## src/hdl/tssm_pkg.sv

```systemverilog
package tssm_pkg;

   // Sizes fixed by the beat formats
   localparam int WORD_W        = 32;
   localparam int OCC_W         = 5;
   localparam int DEPTH_DEFAULT = 16;

   // Request codes
   localparam logic       OP_PUSH = 1'b0;
   localparam logic       OP_POP  = 1'b1;

   localparam logic [1:0] STK_NONE = 2'd0;
   localparam logic [1:0] STK_LOW  = 2'd1;
   localparam logic [1:0] STK_HIGH = 2'd2;
   localparam logic [1:0] STK_MID  = 2'd3;

   // Result codes
   localparam logic       STATUS_OK   = 1'b0;
   localparam logic       STATUS_FAIL = 1'b1;

   localparam logic signed [WORD_W-1:0] READ_NONE = '1;

   typedef struct packed {
      logic                     opcode;
      logic [1:0]               stack_id;
      logic signed [WORD_W-1:0] push_value;
   } req_type;

   typedef struct packed {
      logic                     status;
      logic signed [WORD_W-1:0] read_value;
      logic [OCC_W-1:0]         occupancy;
   } rsp_type;

   typedef enum logic [2:0] {
      ST_IDLE,
      ST_EXEC,
      ST_COPY_RD,
      ST_COPY_WR,
      ST_MOVE_END,
      ST_POP_WAIT,
      ST_DONE
   } state_type;

endpackage

```

## src/hdl/tssm_ram.sv

```systemverilog
module tssm_ram #(
   parameter int WIDTH = 32,
   parameter int DEPTH = 16
) (
   input  logic                     clock,
   input  logic                     we,
   input  logic [$clog2(DEPTH)-1:0] waddr,
   input  logic [WIDTH-1:0]         wdata,
   input  logic [$clog2(DEPTH)-1:0] raddr,
   output logic [WIDTH-1:0]         rdata
);

   logic [WIDTH-1:0] mem [DEPTH];

   // Write one word, register one read word
   always_ff @(posedge clock) begin
      if (we) begin
         mem[waddr] <= wdata;
      end
      rdata <= mem[raddr];
   end

endmodule

```

## src/hdl/three_stacks_shared_memory_core.sv

```systemverilog
// Push, failed request: taken only in idle, decided in execute, result beat registered from done.
// Successful pop: adds a wait state for the registered read of the word store.
// Push that moves the middle stack: adds move end and a return to execute, plus a read and a
// write state per middle-stack word, copied pairwise through the single-port-pair word store.
// Synchronous reset: pointers to their home positions, move history cleared, no result pending;
// the word store is not cleared.
module three_stacks_shared_memory_core #(
   parameter int DEPTH = tssm_pkg::DEPTH_DEFAULT
) (
   input  logic              clock,
   input  logic              reset,
   input  logic              req_valid,
   output logic              req_stall,
   input  tssm_pkg::req_type req_data,
   output logic              rsp_valid,
   input  logic              rsp_stall,
   output tssm_pkg::rsp_type rsp_data
);

   localparam int AW = $clog2(DEPTH);
   localparam int PW = $clog2(DEPTH) + 2;
   localparam int CW = (PW + 1 > tssm_pkg::OCC_W) ? PW + 1 : tssm_pkg::OCC_W;

   tssm_pkg::state_type state_ff, state_in;

   tssm_pkg::req_type   req_ff, req_in;
   logic signed [PW-1:0] low_top_ff, low_top_in;
   logic signed [PW-1:0] high_next_ff, high_next_in;
   logic signed [PW-1:0] mid_base_ff, mid_base_in;
   logic signed [PW-1:0] mid_top_ff, mid_top_in;
   logic signed [PW-1:0] prev_shift_ff, prev_shift_in;
   logic signed [PW-1:0] shift_amt_ff, shift_amt_in;
   logic [AW-1:0]        copy_idx_ff, copy_idx_in;
   logic [PW-1:0]        copy_cnt_ff, copy_cnt_in;
   logic                 status_ff, status_in;
   logic signed [tssm_pkg::WORD_W-1:0] read_ff, read_in;
   logic                 rsp_valid_ff, rsp_valid_in;
   tssm_pkg::rsp_type    rsp_data_ff, rsp_data_in;

   // Word store ports
   logic                        ram_we;
   logic [AW-1:0]               ram_waddr;
   logic [tssm_pkg::WORD_W-1:0] ram_wdata;
   logic [AW-1:0]               ram_raddr;
   logic [tssm_pkg::WORD_W-1:0] ram_rdata;

   // Decision terms
   logic                 req_accept;
   logic                 rsp_free;
   logic                 is_push;
   logic                 id_valid;
   logic                 low_has_room;
   logic                 mid_has_room;
   logic                 need_shift;
   logic                 shift_up;
   logic                 pop_ok;
   logic [PW-1:0]        up_room;
   logic [PW-1:0]        down_room;
   logic [PW-1:0]        prev_neg;
   logic [PW:0]          want_up;
   logic [PW:0]          want_down;
   logic [PW:0]          mag_up;
   logic [PW:0]          mag_down;
   logic [PW-1:0]        shift_mag;
   logic signed [PW-1:0] shift_amt;
   logic [PW-1:0]        mid_count;
   logic [CW-1:0]        occ_wide;

   tssm_ram #(
      .WIDTH (tssm_pkg::WORD_W),
      .DEPTH (DEPTH)
   ) u_store (
      .clock (clock),
      .we    (ram_we),
      .waddr (ram_waddr),
      .wdata (ram_wdata),
      .raddr (ram_raddr),
      .rdata (ram_rdata)
   );

   assign req_stall  = (state_ff != tssm_pkg::ST_IDLE);
   assign req_accept = req_valid && !req_stall;
   assign rsp_free   = !rsp_valid_ff || !rsp_stall;
   assign rsp_valid  = rsp_valid_ff;
   assign rsp_data   = rsp_data_ff;

   // Room checks and size of the next middle-stack move
   assign is_push      = (req_ff.opcode == tssm_pkg::OP_PUSH);
   assign id_valid     = (req_ff.stack_id != tssm_pkg::STK_NONE);
   assign shift_up     = (req_ff.stack_id == tssm_pkg::STK_LOW);
   assign low_has_room = (low_top_ff != mid_base_ff);
   assign mid_has_room = (mid_top_ff <= high_next_ff);
   assign need_shift   = shift_up ? !low_has_room : !mid_has_room;
   assign up_room      = PW'(high_next_ff - mid_top_ff + PW'(1));
   assign down_room    = PW'(mid_base_ff - low_top_ff);
   assign prev_neg     = PW'(-prev_shift_ff);

   assign want_up   = (!prev_shift_ff[PW-1] && prev_shift_ff != '0) ?
                      {prev_shift_ff, 1'b0} : (PW+1)'(1);
   assign want_down = prev_shift_ff[PW-1] ? {prev_neg, 1'b0} : (PW+1)'(1);
   assign mag_up    = (want_up < {1'b0, up_room}) ? want_up : {1'b0, up_room};
   assign mag_down  = (want_down < {1'b0, down_room}) ? want_down : {1'b0, down_room};
   assign shift_mag = shift_up ? mag_up[PW-1:0] : mag_down[PW-1:0];
   assign shift_amt = shift_up ? signed'(shift_mag) : -signed'(shift_mag);
   assign mid_count = PW'(mid_top_ff - mid_base_ff);

   always_comb begin
      case (req_ff.stack_id)
         tssm_pkg::STK_LOW:  pop_ok = (low_top_ff != '0);
         tssm_pkg::STK_HIGH: pop_ok = (high_next_ff != PW'(DEPTH - 1));
         tssm_pkg::STK_MID:  pop_ok = (mid_top_ff != mid_base_ff);
         default:            pop_ok = 1'b0;
      endcase
   end

   // Total held words, reported modulo the field width
   assign occ_wide = CW'(low_top_ff) + CW'(DEPTH - 1) - CW'(high_next_ff)
                   + CW'(mid_top_ff) - CW'(mid_base_ff);

   // Next state
   always_comb begin
      state_in = state_ff;
      case (state_ff)
         tssm_pkg::ST_IDLE: begin
            if (req_accept) state_in = tssm_pkg::ST_EXEC;
         end
         tssm_pkg::ST_EXEC: begin
            if (is_push) begin
               if (id_valid && need_shift && shift_mag != '0) begin
                  state_in = (mid_count == '0) ? tssm_pkg::ST_MOVE_END : tssm_pkg::ST_COPY_RD;
               end else begin
                  state_in = tssm_pkg::ST_DONE;
               end
            end else begin
               state_in = pop_ok ? tssm_pkg::ST_POP_WAIT : tssm_pkg::ST_DONE;
            end
         end
         tssm_pkg::ST_COPY_RD: state_in = tssm_pkg::ST_COPY_WR;
         tssm_pkg::ST_COPY_WR: begin
            state_in = (copy_cnt_ff == PW'(1)) ? tssm_pkg::ST_MOVE_END : tssm_pkg::ST_COPY_RD;
         end
         tssm_pkg::ST_MOVE_END: state_in = tssm_pkg::ST_EXEC;
         tssm_pkg::ST_POP_WAIT: state_in = tssm_pkg::ST_DONE;
         tssm_pkg::ST_DONE: begin
            if (rsp_free) state_in = tssm_pkg::ST_IDLE;
         end
         default: state_in = tssm_pkg::ST_IDLE;
      endcase
   end

   // Datapath and store control
   always_comb begin
      req_in        = req_ff;
      low_top_in    = low_top_ff;
      high_next_in  = high_next_ff;
      mid_base_in   = mid_base_ff;
      mid_top_in    = mid_top_ff;
      prev_shift_in = prev_shift_ff;
      shift_amt_in  = shift_amt_ff;
      copy_idx_in   = copy_idx_ff;
      copy_cnt_in   = copy_cnt_ff;
      status_in     = status_ff;
      read_in       = read_ff;
      rsp_valid_in  = rsp_valid_ff && rsp_stall;
      rsp_data_in   = rsp_data_ff;
      ram_we        = 1'b0;
      ram_waddr     = '0;
      ram_wdata     = '0;
      ram_raddr     = '0;

      case (state_ff)
         tssm_pkg::ST_IDLE: begin
            // Capture the request beat
            if (req_accept) req_in = req_data;
         end
         tssm_pkg::ST_EXEC: begin
            status_in = tssm_pkg::STATUS_FAIL;
            read_in   = tssm_pkg::READ_NONE;
            if (is_push) begin
               if (!id_valid) begin
                  status_in = tssm_pkg::STATUS_FAIL;
               end else if (need_shift) begin
                  // Start a move of the middle stack; a zero move clears the history
                  prev_shift_in = shift_amt;
                  shift_amt_in  = shift_amt;
                  copy_cnt_in   = mid_count;
                  copy_idx_in   = shift_up ? AW'(mid_top_ff - PW'(1)) : mid_base_ff[AW-1:0];
               end else begin
                  status_in = tssm_pkg::STATUS_OK;
                  ram_we    = 1'b1;
                  ram_wdata = req_ff.push_value;
                  case (req_ff.stack_id)
                     tssm_pkg::STK_LOW: begin
                        ram_waddr  = low_top_ff[AW-1:0];
                        low_top_in = low_top_ff + PW'(1);
                     end
                     tssm_pkg::STK_HIGH: begin
                        ram_waddr    = high_next_ff[AW-1:0];
                        high_next_in = high_next_ff - PW'(1);
                     end
                     default: begin
                        ram_waddr  = mid_top_ff[AW-1:0];
                        mid_top_in = mid_top_ff + PW'(1);
                     end
                  endcase
               end
            end else if (pop_ok) begin
               // Drop the top entry and fetch it
               status_in = tssm_pkg::STATUS_OK;
               case (req_ff.stack_id)
                  tssm_pkg::STK_LOW: begin
                     low_top_in = low_top_ff - PW'(1);
                     ram_raddr  = AW'(low_top_ff - PW'(1));
                  end
                  tssm_pkg::STK_HIGH: begin
                     high_next_in = high_next_ff + PW'(1);
                     ram_raddr    = AW'(high_next_ff + PW'(1));
                  end
                  default: begin
                     mid_top_in = mid_top_ff - PW'(1);
                     ram_raddr  = AW'(mid_top_ff - PW'(1));
                  end
               endcase
            end
         end
         tssm_pkg::ST_COPY_RD: begin
            ram_raddr = copy_idx_ff;
         end
         tssm_pkg::ST_COPY_WR: begin
            // Move one word and advance away from the free side
            ram_we      = 1'b1;
            ram_waddr   = copy_idx_ff + shift_amt_ff[AW-1:0];
            ram_wdata   = ram_rdata;
            copy_idx_in = shift_amt_ff[PW-1] ? copy_idx_ff + AW'(1) : copy_idx_ff - AW'(1);
            copy_cnt_in = copy_cnt_ff - PW'(1);
         end
         tssm_pkg::ST_MOVE_END: begin
            mid_base_in = mid_base_ff + shift_amt_ff;
            mid_top_in  = mid_top_ff + shift_amt_ff;
         end
         tssm_pkg::ST_POP_WAIT: begin
            read_in = ram_rdata;
         end
         tssm_pkg::ST_DONE: begin
            // Load the result beat once the output register is free
            if (rsp_free) begin
               rsp_valid_in           = 1'b1;
               rsp_data_in.status     = status_ff;
               rsp_data_in.read_value = read_ff;
               rsp_data_in.occupancy  = occ_wide[tssm_pkg::OCC_W-1:0];
            end
         end
         default: begin
            rsp_valid_in = rsp_valid_ff && rsp_stall;
         end
      endcase
   end

   // Control registers
   always_ff @(posedge clock) begin
      if (reset) begin
         state_ff      <= tssm_pkg::ST_IDLE;
         rsp_valid_ff  <= 1'b0;
         low_top_ff    <= '0;
         high_next_ff  <= PW'(DEPTH - 1);
         mid_base_ff   <= PW'(DEPTH / 2);
         mid_top_ff    <= PW'(DEPTH / 2);
         prev_shift_ff <= '0;
      end else begin
         state_ff      <= state_in;
         rsp_valid_ff  <= rsp_valid_in;
         low_top_ff    <= low_top_in;
         high_next_ff  <= high_next_in;
         mid_base_ff   <= mid_base_in;
         mid_top_ff    <= mid_top_in;
         prev_shift_ff <= prev_shift_in;
      end
   end

   // Payload registers
   always_ff @(posedge clock) begin
      req_ff       <= req_in;
      shift_amt_ff <= shift_amt_in;
      copy_idx_ff  <= copy_idx_in;
      copy_cnt_ff  <= copy_cnt_in;
      status_ff    <= status_in;
      read_ff      <= read_in;
      rsp_data_ff  <= rsp_data_in;
   end

endmodule
```

## config.mk

```make
export PLATFORM = sky130hd
export DESIGN_NAME = three_stacks_shared_memory_core
export DESIGN_NICKNAME = d
export VERILOG_FILES = /design/src/hdl/tssm_pkg.sv /design/src/hdl/tssm_ram.sv /design/src/hdl/three_stacks_shared_memory_core.sv
export SDC_FILE = /design/constraint.sdc
export NUM_CORES = 1
export LEC_CHECK = 0
export BUFFER_PORTS_ARGS = -buffer_cell sky130_fd_sc_hd__buf_4
export CAP_MARGIN = 20
export CORE_MARGIN = 2
export CORE_UTILIZATION = 56
export DETAILED_ROUTE_END_ITERATION = 16
export PLACE_DENSITY = 0.75
export REMOVE_ABC_BUFFERS = 1
export SLEW_MARGIN = 30
export SYNTH_ARGS = -nofsm -noshare
export SYNTH_HDL_FRONTEND = slang
export SYNTH_SLANG_ARGS = --single-unit
```

## constraint.sdc

```tcl
create_clock -name clock -period 4.8 [get_ports clock]
set_input_delay 0.72 -clock clock [delete_from_list [all_inputs] [get_ports clock]]
set_output_delay 0.72 -clock clock [all_outputs]
set_load 0.01 [all_outputs]
```

==> results.py <==
metrics = {
    "grt": {
        "gr-usage-met2_pct": 41.45,
        "grt_pass1_vias": 17380,
        "grt_first_pass_wirelength_um": 107000,
        "gr-usage-met1_pct": 37.45,
        "grt_max_degree": 57,
        "busiest_layer": "met2",
        "overflow": 0,
        "antenna_found_initial": 1,
        "use_met3_pct": 5.499,
        "track_usage_pct": 26.61,
    },
    "power": {
        "p_seq_share_pct": 45.4,
        "combinationalPowerShare_pct": 19.9,
        "p_int_uw": 11790,
        "switching_share_pct": 28.13,
        "power.density_nw_per_um2": 480.3,
        "p_clk_share_pct": 34.8,
        "p_leak_uw": 0.01305,
        "fin_total_pwr_uw": 16410,
        "power.switching_uw": 4617,
        "vdd_drop_max_mv": 0.3487,
    },
    "worst_setup_path": {
        "crit_required_ns": 5.27,
        "worst-path-buf-inv": 3,
        "cp_cell_sequence": "inv_1, ha_1, inv_1, ha_1, maj3_1, a21oi_1, xnor2_1, inv_1, ha_1, a21o_1, a221oi_2, o21a_1, mux2_2, a311o_1, ha_1, and4_1, o311ai_0, a21oi_1",
        "cpPeakStageDelay_ns": 0.37,
        "cp_common_cell": "ha_1",
        "crit_path_top_delay_cell": "mux2_2",
        "worst_path_dominant_cell_family": "compound AO/OA/AOI/OAI gates",
        "critPathMaxFanout": 4,
        "critPathArrivalTime_ns": 5.01,
        "startpoint_type": "flop",
        "end_kind": "flop",
        "path_class": "flop to flop",
    },
    "timing": {
        "slew_headroom_pct": 41.48,
        "period_share_pct": 94.69,
        "tightestPinTransition_ns": 0.8757,
        "clock_skew_ns": 0.02015,
        "hold_viol": 0,
        "period_needed_ns": 4.545,
        "setup-violations-final": 0,
        "fmax_ghz": 0.2200,
        "final_max_slew_viol_count": 0,
        "finalWorstSetupSlack_ns": 0.2548,
        "final.setup.tns_ns": 0,
    },
    "flow_run": {
        "maxCapViolCount": 0,
    },
    "status": {
        "status": "finished, final reports clean",
    },
    "drt": {
        "drt_iter0_drc": 2034,
        "vias": 17650,
        "drc": 0,
        "ant_nets": 0,
        "via_per_inst": 6.309,
        "firstDrtPassIters": 6,
        "drt_wl_total_um": 72540,
        "routedWlPerCell_um": 25.93,
    },
    "logic_synthesis": {
        "netlist.area_leader.share_pct": 64.03,
        "ys_types": 73,
        "synth_top_area_cell": "edfxtp_1",
        "seq_area_frac_synth_pct": 68.47,
        "synth.avg_cell_area_um2": 15.50,
        "synthFlopType": "edfxtp_1",
        "ys_ff_latch": 700,
        "synthTopCellsByArea": "edfxtp_1 64%, mux2i_1 6.6%, dfxtp_1 4.4%",
        "syn_inst": 1918,
        "async_flop_share_pct": 0,
        "netlist_area_um2": 29730,
        "synth_edf_count": 634,
        "yosysWarnings": 0,
    },
    "cts": {
        "post_cts_resized": 0,
        "insertion_delay_ns": 0.62,
        "clkSinkCount": 700,
        "htree_num_levels": 3,
        "numCtsBuffers": 72,
        "clock-root-buffer": "clkbuf_16",
        "clk_pin_slew_ns": 0.06,
        "clockBufferDepth": 3,
        "ctsHoldBuffers": 0,
        "post_cts_buffers": 0,
        "cts_tree": "built",
    },
    "finish": {
        "multi_input_area_um2": 8876,
        "seq_area_um2": 20360,
        "area_delta_synth_final_pct": 14.92,
        "nets": 2178,
        "n_antenna_cell": 0,
        "layout.cells.non_filler": 2797,
        "final_layout_size_suffix_gt1_share_pct": 19.39,
        "num-fill-cells": 3640,
        "fin_util_pct": 65.03,
    },
    "placed_design": {
        "finalWeightedCongestion": 0.9252,
        "dp.cells": 2665,
        "dp_hpwl_um": 41950,
        "io_buffers": 78,
        "post-place-ws_ns": 0.2824,
    },
    "floorplan": {
        "die_h_um": 234.4,
        "rows": 84,
        "die_w_um": 234.4,
        "coreArea_um2": 52550,
        "die_area_um2": 54960,
        "ioPinCount": 79,
        "initial_utilization_pct": 56.58,
    },
    "worst_hold_path": {
        "hold_class": "primary input to flop",
    },
}
==> metrics by stage <==
| stage | area (um^2) | hold slack, ns |
|---|---|---|
| 2_1_floorplan | 29220 | 0.4003 |
| 3_3_place_gp | 31700 | 0.4016 |
| 3_5_place_dp | 31700 | 0.4045 |
| 4_1_cts | 34160 | 0.2491 |
| 5_1_grt | 34170 | 0.2546 |
| 6_report | 34170 | 0.2770 |
==> path summary, 6_finish.rpt <==
kind	depth (start not counted)	start	to	slack [ns]
worst max-delay path	18	high_next_ff[1]	prev_shift_ff[4]	0.25
worst min-delay path	1	req_data[25]	req_ff[25]	0.28
worst max register to register	18	high_next_ff[1]	prev_shift_ff[4]	0.25
worst min register to register	0	read_ff[8]	rsp_data[13]	0.42
==> flip-flops by register name (all words and copies together) (netlist names), 3 cells and up <==
signal	flops
mid_top_ff	6
read_ff	32
state_ff	3
copy_idx_ff	4
high_next_ff	6
low_top_ff	6
copy_cnt_ff	6
req_ff	35
rsp_data	38
prev_shift_ff	6
shift_amt_ff	6
u_store.rdata	32
mid_base_ff	6
u_store.mem	512
==> per-layer routing <==
layer / vias up / share of wire [%]
li1: 7749 / -
met1: 8903 / 41
met2: 853 / 47
met3: 141 / 9.2
met4: 0 / 2.9
met5: - / 0
==> logic make-up after synthesis <==
group                      count (synthesis)  synth area share [%]
AOI/OAI and AO/OA                        354                 8.399
buffers and inverters                    153                 2.483
DFF                                      700                 68.47
muxes                                    264                 9.510
xor gates and xnor gates                  59                 1.738
adders and majority gates                 89                 4.065
and+or+nand+nor                          299                 5.336
==> cells in the mapped netlist, drive strengths merged, types with 9 or more instances <==
library cell  count
a21o             17
a21oi            55
a221oi            9
a22o             65
and3             10
buf              37
clkbuf           56
dfxtp            66
edfxtp          634
fa               13
ha               75
inv              59
mux2             67
mux2i           197
nand2            58
nand3            16
nand4            10
nor2             67
nor2b            15
nor3             18
o21ai            29
o22ai            98
or2              34
or4              33
xnor2            44
xor2             15
==> power by group through the flow <==
stage	Clock, uW	Combinational, uW	Sequential [uW]
after floorplan	0	2720	7490
after global placement	0	3100	7550
after detailed placement	0	3190	7550
after CTS	5770	3210	7440
after global routing	6010	3510	7470
final	5700	3260	7440
==> cell type report <==
class | instances | share of cell area, %
Clock inverter | 39 | 1.175
Inverter | 60 | 0.6591
Multi-Input combinational cell | 1065 | 25.97
Timing Repair Buffer | 152 | 4.072
Clock buffer | 93 | 6.016
Sequential cell | 700 | 59.58
Tap cell | 688 | 2.519
==> cells in the final DEF (no fill, tap or decap), types with 27 or more instances in the layout <==
cell type	count
nor2_1	50
mux2_2	39
ha_1	75
edfxtp_1	634
a22o_1	65
nand2_1	58
o22ai_1	98
o21ai_0	27
clkbuf_16	76
mux2_4	27
inv_1	58
mux2i_1	197
or4_1	33
a21oi_1	53
xnor2_1	44
or2_2	32
buf_4	132
dfxtp_1	65
Note: power is estimated with default switching activity, not from simulation.
